File: src/hdl/macpu_pkg.sv
// shared types, opcodes and micro-step codes of the accumulator cpu
package macpu_pkg;

    localparam int unsigned DATA_W = 8;
    localparam int unsigned ADDR_W = 4;
    localparam int unsigned STEP_W = 3;
    localparam int unsigned RAM_DEPTH = 16;

    localparam logic [STEP_W-1:0] STEP_ADDR  = 3'd0;
    localparam logic [STEP_W-1:0] STEP_FETCH = 3'd1;
    localparam logic [STEP_W-1:0] STEP_EXEC  = 3'd2;
    localparam logic [STEP_W-1:0] STEP_MEM   = 3'd3;
    localparam logic [STEP_W-1:0] STEP_ALU   = 3'd4;

    typedef enum logic [3:0] {
        OP_NOP = 4'h0,
        OP_LDA = 4'h1,
        OP_ADD = 4'h2,
        OP_SUB = 4'h3,
        OP_STA = 4'h4,
        OP_LDI = 4'h5,
        OP_JMP = 4'h6,
        OP_JC  = 4'h7,
        OP_JZ  = 4'h8,
        OP_OUT = 4'hE,
        OP_HLT = 4'hF
    } t_opcode;

    typedef enum logic [1:0] {
        ALU_NONE = 2'd0,
        ALU_ADD  = 2'd1,
        ALU_SUB  = 2'd2
    } t_alu_mode;

    localparam logic FUNC_TICK  = 1'b0;
    localparam logic FUNC_WRITE = 1'b1;

    typedef struct packed {
        logic              func;
        logic [ADDR_W-1:0] mem_addr;
        logic [DATA_W-1:0] mem_data;
    } t_in_item;

    typedef struct packed {
        logic              halted;
        logic              out_valid;
        logic [DATA_W-1:0] out_value;
        logic [DATA_W-1:0] pc_value;
        logic [DATA_W-1:0] acc_value;
        logic              carry_flag;
        logic              zero_flag;
        logic [STEP_W-1:0] step_index;
    } t_out_item;

    // control group from the pipeline to the core
    typedef struct packed {
        logic     fire;
        t_in_item item;
    } t_core_req;

endpackage

File: src/hdl/macpu_if.sv
// valid/ready channel interfaces for input items and result items
interface macpu_in_if;
    logic                 valid;
    logic                 ready;
    macpu_pkg::t_in_item  data;

    modport source (output valid, output data, input ready);
    modport sink   (input valid, input data, output ready);
endinterface

interface macpu_out_if;
    logic                 valid;
    logic                 ready;
    macpu_pkg::t_out_item data;

    modport source (output valid, output data, input ready);
    modport sink   (input valid, input data, output ready);
endinterface

File: src/hdl/microcoded_accumulator_cpu.sv
// top level: input register, cpu core and result register
// an item's result reaches the result port through the input register and then the result
// register, which holds the state after the micro-step
// one item per cycle while the result port does not stall; the micro-step is combinational
// reset: synchronous active-low; clears all cpu registers and the 16-byte ram
// at once, both pipeline stages come up empty
module microcoded_accumulator_cpu (
    input  logic        i_clk,
    input  logic        i_rst_n,
    macpu_in_if.sink    i_in,
    macpu_out_if.source o_out
);

    logic                 r_in_valid;
    macpu_pkg::t_in_item  r_in_item;
    logic                 r_out_valid;
    macpu_pkg::t_out_item r_out_item;
    logic                 step_fire;
    macpu_pkg::t_core_req core_req;
    macpu_pkg::t_out_item core_res;

    // item moves from the input register into the result register
    assign step_fire  = r_in_valid && (!r_out_valid || o_out.ready);
    assign i_in.ready = !r_in_valid || step_fire;

    assign core_req.fire = step_fire;
    assign core_req.item = r_in_item;

    macpu_core u_core (
        .i_clk   (i_clk),
        .i_rst_n (i_rst_n),
        .i_req   (core_req),
        .o_res   (core_res)
    );

    always_ff @(posedge i_clk) begin
        if (!i_rst_n) begin
            r_in_valid  <= 1'b0;
            r_out_valid <= 1'b0;
        end else begin
            if (i_in.ready) begin
                r_in_valid <= i_in.valid;
            end
            if (step_fire) begin
                r_out_valid <= 1'b1;
            end else if (o_out.ready) begin
                r_out_valid <= 1'b0;
            end
        end
    end

    always_ff @(posedge i_clk) begin
        if (i_in.ready && i_in.valid) begin
            r_in_item <= i_in.data;
        end
        if (step_fire) begin
            r_out_item <= core_res;
        end
    end

    assign o_out.valid = r_out_valid;
    assign o_out.data  = r_out_item;

endmodule

File: src/hdl/macpu_core.sv
// architectural state, ram and one micro-step of the accumulator cpu
module macpu_core (
    input  logic                  i_clk,
    input  logic                  i_rst_n,
    input  macpu_pkg::t_core_req  i_req,
    output macpu_pkg::t_out_item  o_res
);

    localparam int unsigned DW = macpu_pkg::DATA_W;
    localparam int unsigned AW = macpu_pkg::ADDR_W;
    localparam int unsigned SW = macpu_pkg::STEP_W;

    logic [DW-1:0] r_pc, n_pc;
    logic [DW-1:0] r_ir, n_ir;
    logic [AW-1:0] r_mar, n_mar;
    logic [DW-1:0] r_acc, n_acc;
    logic [DW-1:0] r_b, n_b;
    logic [DW-1:0] r_out, n_out;
    logic          r_c, n_c;
    logic          r_z, n_z;
    logic          r_halt, n_halt;
    logic [SW-1:0] r_step, n_step;
    macpu_pkg::t_alu_mode r_alu, n_alu;
    logic [DW-1:0] r_ram [macpu_pkg::RAM_DEPTH];

    logic          ram_we;
    logic [AW-1:0] ram_waddr;
    logic [DW-1:0] ram_wdata;
    logic [DW-1:0] ram_rdata;
    logic          outv;
    logic [DW:0]   alu_res;

    macpu_pkg::t_opcode op;
    logic [AW-1:0]      arg;

    assign op        = macpu_pkg::t_opcode'(r_ir[DW-1:AW]);
    assign arg       = r_ir[AW-1:0];
    assign ram_rdata = r_ram[r_mar];

    // 9-bit add/subtract: top bit is carry or borrow
    always_comb begin
        if (r_alu == macpu_pkg::ALU_SUB) begin
            alu_res = {1'b0, r_acc} - {1'b0, r_b};
        end else begin
            alu_res = {1'b0, r_acc} + {1'b0, r_b};
        end
    end

    always_comb begin
        n_pc      = r_pc;
        n_ir      = r_ir;
        n_mar     = r_mar;
        n_acc     = r_acc;
        n_b       = r_b;
        n_out     = r_out;
        n_c       = r_c;
        n_z       = r_z;
        n_halt    = r_halt;
        n_step    = r_step;
        n_alu     = r_alu;
        ram_we    = 1'b0;
        ram_waddr = i_req.item.mem_addr;
        ram_wdata = i_req.item.mem_data;
        outv      = 1'b0;
        if (i_req.item.func == macpu_pkg::FUNC_WRITE) begin
            ram_we = 1'b1;
        end else if (!r_halt) begin
            unique case (r_step)
                macpu_pkg::STEP_ADDR: begin
                    n_mar  = r_pc[AW-1:0];
                    n_step = macpu_pkg::STEP_FETCH;
                end
                macpu_pkg::STEP_FETCH: begin
                    n_ir   = ram_rdata;
                    n_pc   = r_pc + DW'(1);
                    n_step = macpu_pkg::STEP_EXEC;
                end
                default: begin
                    n_step = macpu_pkg::STEP_ADDR;
                    unique case (op) inside
                        macpu_pkg::OP_LDA, macpu_pkg::OP_ADD,
                        macpu_pkg::OP_SUB, macpu_pkg::OP_STA: begin
                            if (r_step == macpu_pkg::STEP_EXEC) begin
                                n_mar  = arg;
                                n_step = macpu_pkg::STEP_MEM;
                            end else if (r_step == macpu_pkg::STEP_MEM) begin
                                if (op == macpu_pkg::OP_LDA) begin
                                    n_acc = ram_rdata;
                                end else if (op == macpu_pkg::OP_STA) begin
                                    ram_we    = 1'b1;
                                    ram_waddr = r_mar;
                                    ram_wdata = r_acc;
                                end else begin
                                    n_b    = ram_rdata;
                                    n_alu  = (op == macpu_pkg::OP_ADD) ?
                                             macpu_pkg::ALU_ADD : macpu_pkg::ALU_SUB;
                                    n_step = macpu_pkg::STEP_ALU;
                                end
                            end else if (r_step == macpu_pkg::STEP_ALU &&
                                         (op == macpu_pkg::OP_ADD ||
                                          op == macpu_pkg::OP_SUB)) begin
                                n_acc = alu_res[DW-1:0];
                                n_c   = alu_res[DW];
                                n_z   = (alu_res[DW-1:0] == '0);
                            end
                        end
                        macpu_pkg::OP_LDI: begin
                            if (r_step == macpu_pkg::STEP_EXEC) begin
                                n_acc = {{(DW-AW){1'b0}}, arg};
                            end
                        end
                        macpu_pkg::OP_JMP: begin
                            if (r_step == macpu_pkg::STEP_EXEC) begin
                                n_pc = {{(DW-AW){1'b0}}, arg};
                            end
                        end
                        macpu_pkg::OP_JC, macpu_pkg::OP_JZ: begin
                            if (r_step == macpu_pkg::STEP_EXEC) begin
                                if ((op == macpu_pkg::OP_JC) ? r_c : r_z) begin
                                    n_pc = {{(DW-AW){1'b0}}, arg};
                                end
                                n_step = macpu_pkg::STEP_MEM;
                            end
                        end
                        macpu_pkg::OP_OUT: begin
                            if (r_step == macpu_pkg::STEP_EXEC) begin
                                n_out = r_acc;
                                outv  = 1'b1;
                            end
                        end
                        macpu_pkg::OP_NOP: begin
                        end
                        // HLT and the unused opcodes stop the machine
                        default: begin
                            if (r_step == macpu_pkg::STEP_EXEC) begin
                                n_halt = 1'b1;
                            end
                        end
                    endcase
                end
            endcase
        end
    end

    always_ff @(posedge i_clk) begin
        if (!i_rst_n) begin
            r_pc   <= '0;
            r_ir   <= '0;
            r_mar  <= '0;
            r_acc  <= '0;
            r_b    <= '0;
            r_out  <= '0;
            r_c    <= 1'b0;
            r_z    <= 1'b0;
            r_halt <= 1'b0;
            r_step <= macpu_pkg::STEP_ADDR;
            r_alu  <= macpu_pkg::ALU_NONE;
            r_ram  <= '{default: '0};
        end else if (i_req.fire) begin
            r_pc   <= n_pc;
            r_ir   <= n_ir;
            r_mar  <= n_mar;
            r_acc  <= n_acc;
            r_b    <= n_b;
            r_out  <= n_out;
            r_c    <= n_c;
            r_z    <= n_z;
            r_halt <= n_halt;
            r_step <= n_step;
            r_alu  <= n_alu;
            if (ram_we) begin
                r_ram[ram_waddr] <= ram_wdata;
            end
        end
    end

    always_comb begin
        o_res.halted     = n_halt;
        o_res.out_valid  = outv;
        o_res.out_value  = n_out;
        o_res.pc_value   = n_pc;
        o_res.acc_value  = n_acc;
        o_res.carry_flag = n_c;
        o_res.zero_flag  = n_z;
        o_res.step_index = n_step;
    end

    a_halt_sticky: assert property (@(posedge i_clk) disable iff (!i_rst_n)
        r_halt |=> r_halt)
        else $error("halt bit cleared without reset");

    a_halted_tick_frozen: assert property (@(posedge i_clk) disable iff (!i_rst_n)
        (i_req.fire && r_halt && i_req.item.func == macpu_pkg::FUNC_TICK)
        |=> ($stable(r_pc) && $stable(r_acc) && $stable(r_step) && $stable(r_out)))
        else $error("state changed on a tick while halted");

    a_step_range: assert property (@(posedge i_clk) disable iff (!i_rst_n)
        r_step <= macpu_pkg::STEP_ALU)
        else $error("micro-step out of range");

    a_write_keeps_step: assert property (@(posedge i_clk) disable iff (!i_rst_n)
        (i_req.fire && i_req.item.func == macpu_pkg::FUNC_WRITE) |=> $stable(r_step))
        else $error("ram write advanced the micro-step");

    a_out_ends_instr: assert property (@(posedge i_clk) disable iff (!i_rst_n)
        (i_req.fire && outv) |=> (r_step == macpu_pkg::STEP_ADDR))
        else $error("output load did not end the instruction");

endmodule

File: src/flat_wrapper.sv
// flat-port wrapper written by rule: the top's interface ports become plain ports
module microcoded_accumulator_cpu_flat 
  (i_clk, i_rst_n, i_in_valid, i_in_data, i_in_ready, o_out_valid, o_out_data, o_out_ready);
  macpu_in_if i_in_i ();
  macpu_out_if o_out_i ();
  input  logic i_clk;
  input  logic i_rst_n;
  input wire logic [$bits(i_in_i.valid)-1:0] i_in_valid;
  input wire logic [$bits(i_in_i.data)-1:0] i_in_data;
  output wire logic [$bits(i_in_i.ready)-1:0] i_in_ready;
  output wire logic [$bits(o_out_i.valid)-1:0] o_out_valid;
  output wire logic [$bits(o_out_i.data)-1:0] o_out_data;
  input wire logic [$bits(o_out_i.ready)-1:0] o_out_ready;
  assign i_in_i.valid = i_in_valid;
  assign i_in_i.data = i_in_data;
  assign i_in_ready = i_in_i.ready;
  assign o_out_valid = o_out_i.valid;
  assign o_out_data = o_out_i.data;
  assign o_out_i.ready = o_out_ready;
  microcoded_accumulator_cpu u_core (.i_clk(i_clk), .i_rst_n(i_rst_n), .i_in(i_in_i), .o_out(o_out_i));
endmodule
File: config.mk
export PLATFORM = sky130hd
export DESIGN_NAME = microcoded_accumulator_cpu_flat
export DESIGN_NICKNAME = d
export VERILOG_FILES = /design/src/hdl/macpu_pkg.sv /design/src/hdl/macpu_if.sv /design/src/hdl/microcoded_accumulator_cpu.sv /design/src/hdl/macpu_core.sv /design/src/flat_wrapper.sv
export SDC_FILE = /design/constraint.sdc
export NUM_CORES = 1
export LEC_CHECK = 0
export BUFFER_PORTS_ARGS = -buffer_cell sky130_fd_sc_hd__buf_2
export CORE_ASPECT_RATIO = 0.75
export CORE_MARGIN = 3
export CORE_UTILIZATION = 60
export CTS_BUF_LIST = sky130_fd_sc_hd__clkbuf_4
export DETAILED_ROUTE_END_ITERATION = 8
export GPL_TIMING_DRIVEN = 0
export PLACE_DENSITY_LB_ADDON = 0.05
export SYNTH_ARGS = -nofsm -noshare
export SYNTH_HDL_FRONTEND = slang
export SYNTH_HIERARCHICAL = 1
export SYNTH_SLANG_ARGS = --single-unit
File: constraint.sdc
create_clock -name i_clk -period 4.22 [get_ports i_clk]
set_clock_uncertainty 0.05 [all_clocks]
set_input_delay 0 -clock i_clk [delete_from_list [all_inputs] [get_ports i_clk]]
set_output_delay 0 -clock i_clk [all_outputs]
set_load 0.005 [all_outputs]
==> results.yml <==
logic_synthesis:
  synth_area_leaders: "dfxtp_1 (33%), mux2i_1 (13%), edfxtp_1 (12%)"
  synthSimpleGateAreaFrac_pct: 15.70
  synth_cell_types: 80
  syn-cell-area_mm2: 0.01104
  yosysWarnings: 6
  yosysTopAreaCell: "dfxtp_1"
  synth-compound-area-share_pct: 10.92
  synth-edff-count: 44
  synth_top_family_by_area: "multiplexers"
  syn_inst: 1095
  synth-main-ff-cell: "dfxtp_1"
  ys_seq_area_share_pct: 44.99
  yosysTopAreaCellShare_pct: 33.02
  synth_fp_nets: 1123
  muxShareOfSynthArea_pct: 22.64
  async_reset_ff_share_pct: 0
  synth-seq-cells: 226
  avgSynthCellArea_um2: 10.08
  synth_xor_area_share_pct: 0.9524
  synthAdderAreaFrac_pct: 1.315
sta:
  period_needed_ns: 3.970
  worst_pin_slew_ns: 1.078
  fmax_mhz: 251.9
  rsz0062_at_grt: "false"
  fin_crit_sh_pct: 94.07
  holdWs_ns: 0.03835
  setup_slack_ns: 0.2503
  slew_violations: 0
  setup_viol: 0
  hold_viol: 0
  timing.slew.headroom_pct: 27.12
  fin_setup_tns_ns: 0
run:
  cap_viol_max_count: 0
cts:
  cts_buffers: 54
  cts_resized: 0
  clock_latency_ns: 0.70
  cts_buffer_depth: 3
  cts_tree: "done"
  clkTransAtPathRegs_ns: 0.07
  clock-sinks: 226
  cts.htree.levels: 2
  clock-root-buffer: "clkbuf_4"
floorplanning:
  initial_core_util_pct: 61.95
  die_w_um: 162.6
  fp.dieArea_mm2: 0.02007
  io_pins: 50
  die_h_um: 123.5
  rows: 42
  coreArea_mm2: 0.01781
placed_design:
  dpl_worst_slack_ns: 0.2677
  dpl-instance-area_mm2: 0.01159
  port_buffers: 49
  routabilityCongestion: 0.9492
  dpl.hpwl_um: 22270
finish:
  nFillCells: 1326
  fin_area_mm2: 0.01258
  drive_gt1_share_pct: 19.40
  area_growth_pct: 14.01
  diodes: 0
  num-nets-final: 1258
worst_hold_path:
  holdPathEnd: "u_core/core_req[9]"
  min_path_cells: 2
  min_from: "i_in_data[9]"
  hold_path_class: "in2reg"
routing:
  wirelength_um: 31820
  post_drt_wl_per_cell_um: 21.01
  drt_first_pass_iters: 5
  drtIter0Drc: 1245
  viasPerCell: 6.122
  drc: 0
  route.vias.total: 9275
  ant_nets: 0
critical_path:
  cp_cell_sequence: "clkbuf_1 > buf_2 > clkbuf_1 > mux4_2 > a22oi_1 > nand2_1 > a32oi_1 > nand2_1"
  critical_path.max_fanout: 10
  end_kind: "flop"
  reg2reg_slack_ns: 0.25
  reg2reg_to: "u_core/o_out.data[9]"
  r2r_cells: 8
  r2r-start: "u_core/u_core/r_mar[0]"
  crit_required_ns: 4.62
  critical_path_arrival_ns: 4.37
  start_kind: "flop"
  crit_slowest_cell: "clkbuf_1"
  path_class: "reg2reg"
  slowest_delay_ns: 0.65
global_routing:
  grt_pass1_wl_um: 49030
  grtUsageTotal_pct: 31.91
  grt-ovfl-total: 0
  antenna_found_initial: 0
  grt_start_max_net_pins: 36
  grt_pass1_vias: 8708
power_and_ir_drop:
  pwr-share-seq_pct: 52.0
  p_clk_share_pct: 40.9
  cellLeakagePower_nw: 5.164
  ir_drop_mv: 0.2476
  power_frac_comb_pct: 7.1
  p_sw_w: 0.001123
  p_per_area_mw_per_mm2: 344.2
  switching_share_pct: 25.93
  p_int_w: 0.003208
run_status:
  status: "complete, no violations"
==> critical path: cells and delay by family, from the launching register on <==
kind,cells,cell delay [ns]
buffers and inverters,3,1.77
AOI/OAI and AO/OA,2,0.62
muxes,1,0.60
and+or+nand+nor,2,0.38
DFF,1,0.36
==> synthesized netlist by cell type (10+ instances only) <==
cell      number
a211oi_1      14
a21oi_1       49
buf_2         19
clkbuf_1      46
dfxtp_1      182
edfxtp_1      44
ha_1          10
inv_1         12
mux2_2        26
mux2i_1      147
mux4_2        32
nand2_1      215
nand3_1       10
nor2_1        52
nor2b_1       16
nor3_1        11
o21a_1        11
o21ai_0       42
==> per-stage QoR <==
step,utilization (%),instances,power [W]
CTS,70.63,1515,0.004345
detailed placement,65.09,1386,0.002575
global placement,65.02,1386,0.002572
global route,70.63,1515,0.004501
floorplan,-,1095,0.002467
finish,70.63,1515,0.004331
==> flip-flops by register name, summed over array words and instances (netlist names), 4 cells and up <==
signal               cells
u_core/u_core/r_pc       8
u_core/u_core/r_b        8
u_core/u_core/r_ram    128
u_core/u_core/r_acc      8
u_core/u_core/r_mar      4
u_core/core_req         13
u_core/o_out.data       31
u_core/u_core/r_out      8
u_core/u_core/r_ir       8
==> area by class of cell <==
type | count | area (µm²) | area share, %
multi-input combinational | 780 | 5698 | 45.29
timing repair buffer | 79 | 545.5 | 4.336
inverter | 13 | 48.80 | 0.3878
clock inverter | 19 | 86.33 | 0.6862
sequential | 226 | 4965 | 39.46
tap | 242 | 302.8 | 2.407
clock buffer | 80 | 600.6 | 4.773
buffer | 76 | 335.3 | 2.665
==> how the worst max path moves through the flow <==
stage	startpoint	endpoint	slack (ns)
after global placement	u_core/o_out.valid	u_core/u_core/r_ir[0]	-0.63
after CTS	u_core/u_core/r_mar[0]	u_core/o_out.data[9]	0.30
after global routing	u_core/u_core/r_mar[0]	u_core/o_out.data[9]	0.08
after detailed placement	u_core/u_core/r_mar[0]	u_core/o_out.data[9]	0.27
after floorplan	u_core/o_out.valid	u_core/u_core/r_b[5]	0.74
final	u_core/u_core/r_mar[0]	u_core/o_out.data[9]	0.25
==> cell usage in the layout, fill, tap and decap left out, types with 26 or more instances in the layout <==
cell type / synthesis / routed
nand2_1: 215 / 215
dfxtp_1: 182 / 182
mux2i_1: 147 / 147
clkbuf_4: 0 / 80
buf_2: 19 / 68
nor2_1: 52 / 52
a21oi_1: 49 / 48
clkbuf_1: 46 / 46
edfxtp_1: 44 / 44
o21ai_0: 42 / 42
mux4_2: 32 / 32
dlygate4sd3_1: 0 / 30
mux2_2: 26 / 26
==> what timing repair did <==
action	in CTS	in global routing
endpoints found under the hold margin	59	0
hold buffers	30	0
setup endpoints to repair	0	0
setup buffers	0	0
==> power by group through the flow <==
stage	clock network (W)	logic [W]	registers (W)
2_1_floorplan	0	0.000173	0.00229
3_3_place_gp	0	0.000274	0.00230
3_5_place_dp	0	0.000277	0.00230
4_1_cts	0.00180	0.000299	0.00225
5_1_grt	0.00192	0.000328	0.00225
6_report	0.00177	0.000308	0.00225
==> layer usage <==
layer / global-route usage (%) / part of all wire [%] / up-vias
li1: - / - / 4235
met1: 48.15 / 45 / 4440
met2: 44.46 / 41 / 549
met3: 9.478 / 13 / 51
met4: 8.663 / 1.6 / 0
met5: 0 / 0 / -
==> cells by family after synthesis <==
family	count (synthesis)
compound gates	180
xor+xnor	12
fa+ha+maj	11
buf+inv	89
flops	226
mux	206
simple gates	371
Power figures use the tool's default switching activity.
